===== src/hdl/tslpd_pkg.sv =====
package tslpd_pkg;

    localparam int CFG_W = 16;
    localparam int IDX_W = 3;

    typedef enum logic [IDX_W-1:0] {
        CFG_DEBOUNCE  = 3'd0,
        CFG_LONG      = 3'd1,
        CFG_GUARD     = 3'd2,
        CFG_FRAME     = 3'd3,
        CFG_ACTIVE    = 3'd4
    } t_cfg_idx;

    localparam logic [CFG_W-1:0] RST_DEBOUNCE = 16'd50;
    localparam logic [CFG_W-1:0] RST_LONG     = 16'd2000;
    localparam logic [CFG_W-1:0] RST_GUARD    = 16'd120;
    localparam logic [CFG_W-1:0] RST_FRAME    = 16'd220;
    localparam logic             RST_ACTIVE   = 1'b1;

    typedef struct packed {
        logic [CFG_W-1:0] debounce_ticks;
        logic [CFG_W-1:0] long_press_ticks;
        logic [CFG_W-1:0] release_guard_ticks;
        logic [CFG_W-1:0] frame_ticks;
        logic             active_level;
    } t_cfg;

    typedef struct packed {
        logic       led_on;
        logic       short_press;
        logic       long_press;
        logic       wake_request;
        logic       dialog_exit;
        logic       interaction;
        logic       clear_bubble;
        logic       frame_show;
        logic [1:0] frame_index;
        logic       dialog_active;
    } t_result;

endpackage


===== src/hdl/tslpd_cfg.sv =====
module tslpd_cfg (
    input  logic                      i_clk,
    input  logic                      i_rst_n,
    input  logic                      i_cfg_we,
    input  logic [tslpd_pkg::IDX_W-1:0] i_cfg_idx,
    input  logic [tslpd_pkg::CFG_W-1:0] i_cfg_data,
    output tslpd_pkg::t_cfg           o_cfg
);
    import tslpd_pkg::*;

    t_cfg r_cfg;

    always_ff @(posedge i_clk) begin
        if (!i_rst_n) begin
            r_cfg.debounce_ticks      <= RST_DEBOUNCE;
            r_cfg.long_press_ticks    <= RST_LONG;
            r_cfg.release_guard_ticks <= RST_GUARD;
            r_cfg.frame_ticks         <= RST_FRAME;
            r_cfg.active_level        <= RST_ACTIVE;
        end else if (i_cfg_we) begin
            case (t_cfg_idx'(i_cfg_idx))
                CFG_DEBOUNCE: r_cfg.debounce_ticks      <= i_cfg_data;
                CFG_LONG:     r_cfg.long_press_ticks    <= i_cfg_data;
                CFG_GUARD:    r_cfg.release_guard_ticks <= i_cfg_data;
                CFG_FRAME:    r_cfg.frame_ticks         <= i_cfg_data;
                CFG_ACTIVE:   r_cfg.active_level        <= i_cfg_data[0];
                default:      ;
            endcase
        end
    end

    assign o_cfg = r_cfg;

endmodule


===== src/hdl/tslpd_core.sv =====
module tslpd_core #(
    parameter int CW = 16
) (
    input  logic               i_clk,
    input  logic               i_rst_n,
    input  logic               i_step,
    input  logic               i_raw,
    input  logic               i_sleep,
    input  tslpd_pkg::t_cfg    i_cfg,
    output tslpd_pkg::t_result o_res
);
    import tslpd_pkg::*;

    localparam int CMP_W = (CW > CFG_W) ? CW : CFG_W;
    localparam logic [CW-1:0] CNT_MAX = '1;

    function automatic logic ge(input logic [CW-1:0] c, input logic [CFG_W-1:0] t);
        return CMP_W'(c) >= CMP_W'(t);
    endfunction

    function automatic logic [CW-1:0] bump(input logic [CW-1:0] c);
        return (c == CNT_MAX) ? c : c + CW'(1);
    endfunction

    logic          r_last, r_stable, r_pressed, r_long, r_rearm, r_dialog;
    logic [1:0]    r_anim;
    logic [CW-1:0] r_src, r_srel, r_pd, r_sf;

    logic          n_last, n_stable, n_pressed, n_long, n_rearm, n_dialog;
    logic [1:0]    n_anim;
    logic [CW-1:0] n_src, n_srel, n_pd, n_sf;
    logic          active, idle;
    t_result       res;

    always_comb begin
        n_last    = r_last;
        n_stable  = r_stable;
        n_pressed = r_pressed;
        n_long    = r_long;
        n_rearm   = r_rearm;
        n_dialog  = r_dialog;
        n_anim    = r_anim;
        n_src     = bump(r_src);
        n_srel    = bump(r_srel);
        n_pd      = bump(r_pd);
        n_sf      = bump(r_sf);
        res       = '0;

        if (i_raw != r_last) begin
            n_last = i_raw;
            n_src  = '0;
        end
        if (ge(n_src, i_cfg.debounce_ticks)) begin
            n_stable = i_raw;
        end

        if (r_dialog && !i_sleep && ge(n_sf, i_cfg.frame_ticks)) begin
            n_sf           = '0;
            n_anim         = r_anim + 2'd1;
            res.frame_show = 1'b1;
        end

        active = (n_stable == i_cfg.active_level);
        idle   = !active;

        if (r_rearm) begin
            // wait for release after wake or long press
            if (idle) begin
                n_rearm   = 1'b0;
                n_pressed = 1'b0;
                n_long    = 1'b0;
                n_pd      = '0;
                n_srel    = '0;
            end
        end else begin
            if (idle) begin
                n_srel = '0;
            end
            if (r_dialog) begin
                if (active && !r_pressed) begin
                    if (ge(n_srel, i_cfg.release_guard_ticks)) begin
                        n_pressed       = 1'b1;
                        n_long          = 1'b0;
                        n_pd            = '0;
                        res.interaction = 1'b1;
                    end
                end else if (idle && r_pressed) begin
                    n_pressed       = 1'b0;
                    n_long          = 1'b0;
                    n_pd            = '0;
                    n_srel          = '0;
                    n_dialog        = 1'b0;
                    n_anim          = 2'd0;
                    n_sf            = '0;
                    res.dialog_exit = 1'b1;
                    res.interaction = 1'b1;
                end
            end else if (active && !r_pressed) begin
                if (ge(n_srel, i_cfg.release_guard_ticks)) begin
                    res.interaction = 1'b1;
                    n_long          = 1'b0;
                    n_pd            = '0;
                    if (i_sleep) begin
                        res.wake_request = 1'b1;
                        n_rearm          = 1'b1;
                        n_pressed        = 1'b0;
                    end else begin
                        n_pressed = 1'b1;
                    end
                end
            end else if (active && r_pressed) begin
                if (!r_long && ge(n_pd, i_cfg.long_press_ticks)) begin
                    n_long           = 1'b1;
                    n_dialog         = 1'b1;
                    n_anim           = 2'd0;
                    n_sf             = '0;
                    n_rearm          = 1'b1;
                    res.clear_bubble = 1'b1;
                    res.frame_show   = 1'b1;
                    res.interaction  = 1'b1;
                    res.long_press   = 1'b1;
                end
            end else if (idle && r_pressed) begin
                if (!r_long) begin
                    res.short_press = 1'b1;
                    res.interaction = 1'b1;
                end
                n_pressed = 1'b0;
                n_long    = 1'b0;
                n_pd      = '0;
                n_srel    = '0;
            end
        end

        res.led_on        = n_pressed && !n_long;
        res.frame_index   = n_anim;
        res.dialog_active = n_dialog;
    end

    always_ff @(posedge i_clk) begin
        if (!i_rst_n) begin
            r_last    <= !RST_ACTIVE;
            r_stable  <= !RST_ACTIVE;
            r_pressed <= 1'b0;
            r_long    <= 1'b0;
            r_rearm   <= 1'b0;
            r_dialog  <= 1'b0;
            r_anim    <= 2'd0;
            r_src     <= '0;
            r_srel    <= '0;
            r_pd      <= '0;
            r_sf      <= '0;
        end else if (i_step) begin
            r_last    <= n_last;
            r_stable  <= n_stable;
            r_pressed <= n_pressed;
            r_long    <= n_long;
            r_rearm   <= n_rearm;
            r_dialog  <= n_dialog;
            r_anim    <= n_anim;
            r_src     <= n_src;
            r_srel    <= n_srel;
            r_pd      <= n_pd;
            r_sf      <= n_sf;
        end
    end

    assign o_res = res;

endmodule


===== src/hdl/touch_short_long_press_detector.sv =====
// an item taken into the input register reaches the result register when the output is free
// throughput: one item per cycle unless stalled; all state updates in one pass of the core logic
// a stalled result holds while the input register still takes one more item
// reset (i_rst_n low, synchronous) restores default config, idle levels, zero counters and flags
module touch_short_long_press_detector #(
    parameter int COUNTER_WIDTH = 16
) (
    input  logic                        i_clk,
    input  logic                        i_rst_n,
    input  logic                        i_cfg_we,
    input  logic [tslpd_pkg::IDX_W-1:0] i_cfg_idx,
    input  logic [tslpd_pkg::CFG_W-1:0] i_cfg_data,
    input  logic                        i_in_valid,
    output logic                        o_in_stall,
    input  logic                        i_raw_touch,
    input  logic                        i_plant_sleeping,
    output logic                        o_out_valid,
    input  logic                        i_out_stall,
    output logic                        o_led_on,
    output logic                        o_short_press,
    output logic                        o_long_press,
    output logic                        o_wake_request,
    output logic                        o_dialog_exit,
    output logic                        o_interaction,
    output logic                        o_clear_bubble,
    output logic                        o_frame_show,
    output logic [1:0]                  o_frame_index,
    output logic                        o_dialog_active
);
    import tslpd_pkg::*;

    t_cfg    cfg;
    t_result core_res;
    t_result r_out;
    logic    r_in_valid, r_in_raw, r_in_sleep, r_out_valid;
    logic    out_free, step, in_take;

    assign out_free   = !r_out_valid || !i_out_stall;
    assign step       = r_in_valid && out_free;
    assign o_in_stall = r_in_valid && !out_free;
    assign in_take    = i_in_valid && !o_in_stall;

    tslpd_cfg u_cfg (
        .i_clk      (i_clk),
        .i_rst_n    (i_rst_n),
        .i_cfg_we   (i_cfg_we),
        .i_cfg_idx  (i_cfg_idx),
        .i_cfg_data (i_cfg_data),
        .o_cfg      (cfg)
    );

    tslpd_core #(.CW(COUNTER_WIDTH)) u_core (
        .i_clk   (i_clk),
        .i_rst_n (i_rst_n),
        .i_step  (step),
        .i_raw   (r_in_raw),
        .i_sleep (r_in_sleep),
        .i_cfg   (cfg),
        .o_res   (core_res)
    );

    always_ff @(posedge i_clk) begin
        if (!i_rst_n) begin
            r_in_valid  <= 1'b0;
            r_out_valid <= 1'b0;
        end else begin
            if (in_take) begin
                r_in_valid <= 1'b1;
            end else if (step) begin
                r_in_valid <= 1'b0;
            end
            if (step) begin
                r_out_valid <= 1'b1;
            end else if (!i_out_stall) begin
                r_out_valid <= 1'b0;
            end
        end
        if (in_take) begin
            r_in_raw   <= i_raw_touch;
            r_in_sleep <= i_plant_sleeping;
        end
        if (step) begin
            r_out <= core_res;
        end
    end

    assign o_out_valid     = r_out_valid;
    assign o_led_on        = r_out.led_on;
    assign o_short_press   = r_out.short_press;
    assign o_long_press    = r_out.long_press;
    assign o_wake_request  = r_out.wake_request;
    assign o_dialog_exit   = r_out.dialog_exit;
    assign o_interaction   = r_out.interaction;
    assign o_clear_bubble  = r_out.clear_bubble;
    assign o_frame_show    = r_out.frame_show;
    assign o_frame_index   = r_out.frame_index;
    assign o_dialog_active = r_out.dialog_active;

endmodule


===== config.mk =====
export PLATFORM = sky130hd
export DESIGN_NAME = touch_short_long_press_detector
export DESIGN_NICKNAME = d
export VERILOG_FILES = /design/src/hdl/tslpd_pkg.sv /design/src/hdl/tslpd_cfg.sv /design/src/hdl/tslpd_core.sv /design/src/hdl/touch_short_long_press_detector.sv
export SDC_FILE = /design/constraint.sdc
export NUM_CORES = 1
export LEC_CHECK = 0
export ABC_AREA = 1
export BUFFER_PORTS_ARGS = -buffer_cell sky130_fd_sc_hd__buf_2
export CAP_MARGIN = 5
export CORE_MARGIN = 2
export CORE_UTILIZATION = 40
export DETAILED_ROUTE_END_ITERATION = 10
export PLACE_DENSITY = 0.63
export SYNTH_ARGS = -nofsm -noshare
export SYNTH_HDL_FRONTEND = slang
export SYNTH_SLANG_ARGS = --single-unit
export TNS_END_PERCENT = 5

===== constraint.sdc =====
create_clock -name i_clk -period 5 [get_ports i_clk]
set_input_delay 0.5 -clock i_clk [delete_from_list [all_inputs] [get_ports i_clk]]
set_output_delay 0.5 -clock i_clk [all_outputs]
set_load 0.05 [all_outputs]

==> impl_metrics.csv <==
group,metric,value,unit
setup_path,required,5.36,ns
synth,yosys.area_share.simple,21.6,%
cells_and_area,syn_to_final_growth,12.8,%
die,core,22400,um^2
setup_path,critical_path_peak_fanout,8,
sta,final_max_slew_viol_count,0,
die,start_util,40.5,%
sta,finalHoldViolCount,0,
setup_path,worstPathArrival,5.07,ns
synth,synth_seq_cells,152,
synth,synth_adder_area_share,9.36,%
cells_and_area,diodes,0,
synth,syn_nets,1339,
power,internal_power,2130,uW
sta,setup_viol,0,
clock_network,clk_pin_slew_worst_paths,0.06,ns
drt,route.met2.wl,10600,um
setup_path,crit_type,"flip-flop to flip-flop",
cells_and_area,fin_util,45.7,%
cells_and_area,fillers,2255,
clock_network,cts_tree,"done",
cells_and_area,drive_above_1_share,13.5,%
power,seqPwrFrac,43.8,%
die,die_area,23900,um^2
place,gp_congestion,0.875,
place,postPlaceCellArea,9490,um^2
clock_network,hold_buffers,0,
sta,clock_skew,0.00830,ns
drt,drc,0,
job,drv_cap,0,
run_status,status,"completed",
synth,netlist_top_cells_area,"dfxtp_1, ha_1, a21oi_1, inv_1, nand2_1",
die,num_io_pins,39,
drt,wl_met1,10900,um
synth,synthFlopType,"dfxtp_1",
synth,synth.most_common_cell,"inv_1",
drt,top_layer_used,"met4",
drt,drtIter0Drc,536,
drt,ant_nets,0,
die,fp.dieW,155,um
global_route,antenna_found_initial,0,
setup_path,start_kind,"flip-flop",
power,vdd_drop_max,0.218,mV
synth,avgSynthCellArea,7.30,um^2
synth,synthCells,1245,
setup_path,crit_path_end_kind,"flip-flop",
synth,synth-compound-area-share,19.5,%
sta,worst_pin_slew,0.893,ns
clock_network,clock-sinks,152,
power,power_frac_clock,40.6,%
sta,fmax,0.212,GHz
synth,synth_top_family_by_area,"simple AND/OR/NAND/NOR gates",
synth,yosysUniqueCellTypes,50,
place,port_buffers,38,
power,powerDensity,295,nW/um^2
synth,synth_edf_count,13,
global_route,grt_pass1_vias,7273,
place,hpwl,15400,um
synth,synth_common_cells,"inv_1, nand2_1, a21oi_1, dfxtp_1, o21ai_0",
power,combPwrFrac,15.7,%
setup_path,slowest_delay,0.39,ns
power,switching_share,29.6,%
sta,fin_hold_ws,0.270,ns
cells_and_area,nets,1362,
power,p_total,3020,uW
synth,synth_area,9090,um^2
global_route,grt_pass1_wl,36500,um
drt,detailroute.via_count,7976,
synth,synthMuxAreaShare,0,%
clock_network,worstSkewPairLatency,0.43,ns
worst_hold_path,min_path_type,"primary input to flip-flop",
global_route,grt_max_degree,97,
global_route,gr-usage-all-layers,19.0,%
drt,wl_met3,718,um
synth,synth_xor_xnor_area_share,3.66,%
drt,routed_wl,22700,um
drt,vias_per_cell,5.09,
die,rows,55,
power,p_leak,0.00455,uW
sta,period_needed,4.71,ns
synth,yosys.area.top_type,"dfxtp_1",
cells_and_area,design_area,10200,um^2
sta,relSlewSlack,40.2,%
sta,timing.final.crit_share,94.3,%
synth,yosysWarnings,0,
die,die_y,155,um
global_route,grt-ovfl-total,0,
synth,yosysSeqAreaShare,34.9,%
drt,dr.pass1.iters,5,
sta,tns,0,ns
clock_network,root_buffer,"clkbuf_16",
synth,synth_async_sr_flop_share,0,%
clock_network,cts.path.max_buffers,2,
setup_path,cp_common_cell,"nand3_4",
drt,wl_per_cell,14.5,um
setup_path,cpMaxStageDelayCell,"dfxtp_4",
synth,yosysTopAreaCellShare,30.6,%
power,switchingPower,895,uW
clock_network,cts_made_buffers,17,
clock_network,htree_levels,4,
[critical path: cells and delay by family, from the launching register on]
family	cells	cell delay [ns]
flip-flops	1	0.39
adder cells (fa/ha/maj)	3	0.66
AND/OR/NAND/NOR	15	2.23
buffers and inverters	3	0.38
AO/OA/AOI/OAI	6	0.92
XOR/XNOR	1	0.05
[what timing repair did]
| item | CTS | global route |
|---|---|---|
| gates resized for setup | 0 | 35 |
| setup buffers | 0 | 4 |
| hold endpoints to repair | 0 | 0 |
| setup endpoints to repair | 0 | 22 |
[placed cells by master (no fill, tap or decap), types with 3 or more instances in the layout]
master and count:
o21ai_2 4, xor2_1 27, inv_1 196, nand4_1 33, xnor2_1 11, nand2_4 5, clkinv_2 6, buf_4 13
dfxtp_1 136, clkbuf_16 17, edfxtp_1 13, o21ai_1 11, o211ai_1 18, nor3_2 5, nor4_1 3, a21oi_1 150
a21oi_2 14, ha_1 67, nand3_4 5, nor3_1 20, inv_2 9, nor2_2 7, a31oi_1 3, nand2_2 15
nor2_1 73, buf_2 38, o21ai_0 114, or2_2 5, nand3_1 43, nand3_2 4, nand2_1 172
[cell type report]
class | instances | area [um^2] | area share [%]
Multi-Input combinational cell | 839 | 5100 | 49.7
Sequential cell | 152 | 3180 | 31.0
Inverter | 207 | 777 | 7.58
Clock buffer | 20 | 447 | 4.36
Tap cell | 285 | 357 | 3.48
Timing Repair Buffer | 51 | 288 | 2.81
Clock inverter | 12 | 101 | 0.989
[flip-flops by register name, indices dropped and copies added, names as in the netlist, 2 cells and up]
register	count
u_cfg.o_cfg	65
u_core.r_pd	16
u_core.r_sf	16
u_core.r_src	16
u_core.r_srel	16
o_frame_index	2
u_core.r_anim	2
[metal layers]
metal | vias to the layer above | GRT usage, %
met5 | - | 0
met4 | 0 | 5.20
met3 | 29 | 3.33
met2 | 133 | 31.7
met1 | 3624 | 25.3
li1 | 4190 | -
[cell families after synthesis]
logic type	count (synthesis)
AO/OA/AOI/OAI	327
XOR/XNOR	38
adder cells (fa/ha/maj)	68
buffers and inverters	256
flip-flops	152
AND/OR/NAND/NOR	404
[metrics by stage]
| stage | worst slack, ns | cells |
|---|---|---|
| 5_1_grt | -0.0787 | 1566 |
| 3_3_place_gp | 0.194 | 1528 |
| 2_1_floorplan | 0.668 | 1245 |
| 4_1_cts | 0.0162 | 1560 |
| 3_5_place_dp | 0.0820 | 1528 |
| 6_report | 0.285 | 1566 |
[power by group through the flow]
| stage | combinational (uW) | clock (uW) | sequential [uW] |
|---|---|---|---|
| finish | 474 | 1230 | 1320 |
| global route | 532 | 1300 | 1330 |
| CTS | 421 | 1250 | 1320 |
| detailed placement | 418 | 0 | 1350 |
| global placement | 414 | 0 | 1350 |
| floorplan | 307 | 0 | 1350 |
[worst paths after layout]
kind         slack (ns)  cells past startpoint                           end                    startpoint
max                0.29                     28  u_core.r_pd[10]$_SDFFE_PN0P_  u_core.r_src[0]$_SDFFE_PN0P_
min                0.27                      1          r_in_sleep$_DFFE_PP_              i_plant_sleeping
min reg2reg        0.46                      2   u_cfg.o_cfg[6]$_SDFFE_PN0P_   u_cfg.o_cfg[6]$_SDFFE_PN0P_
max reg2reg        0.29                     28  u_core.r_pd[10]$_SDFFE_PN0P_  u_core.r_src[0]$_SDFFE_PN0P_
Power figures use the tool's default switching activity.
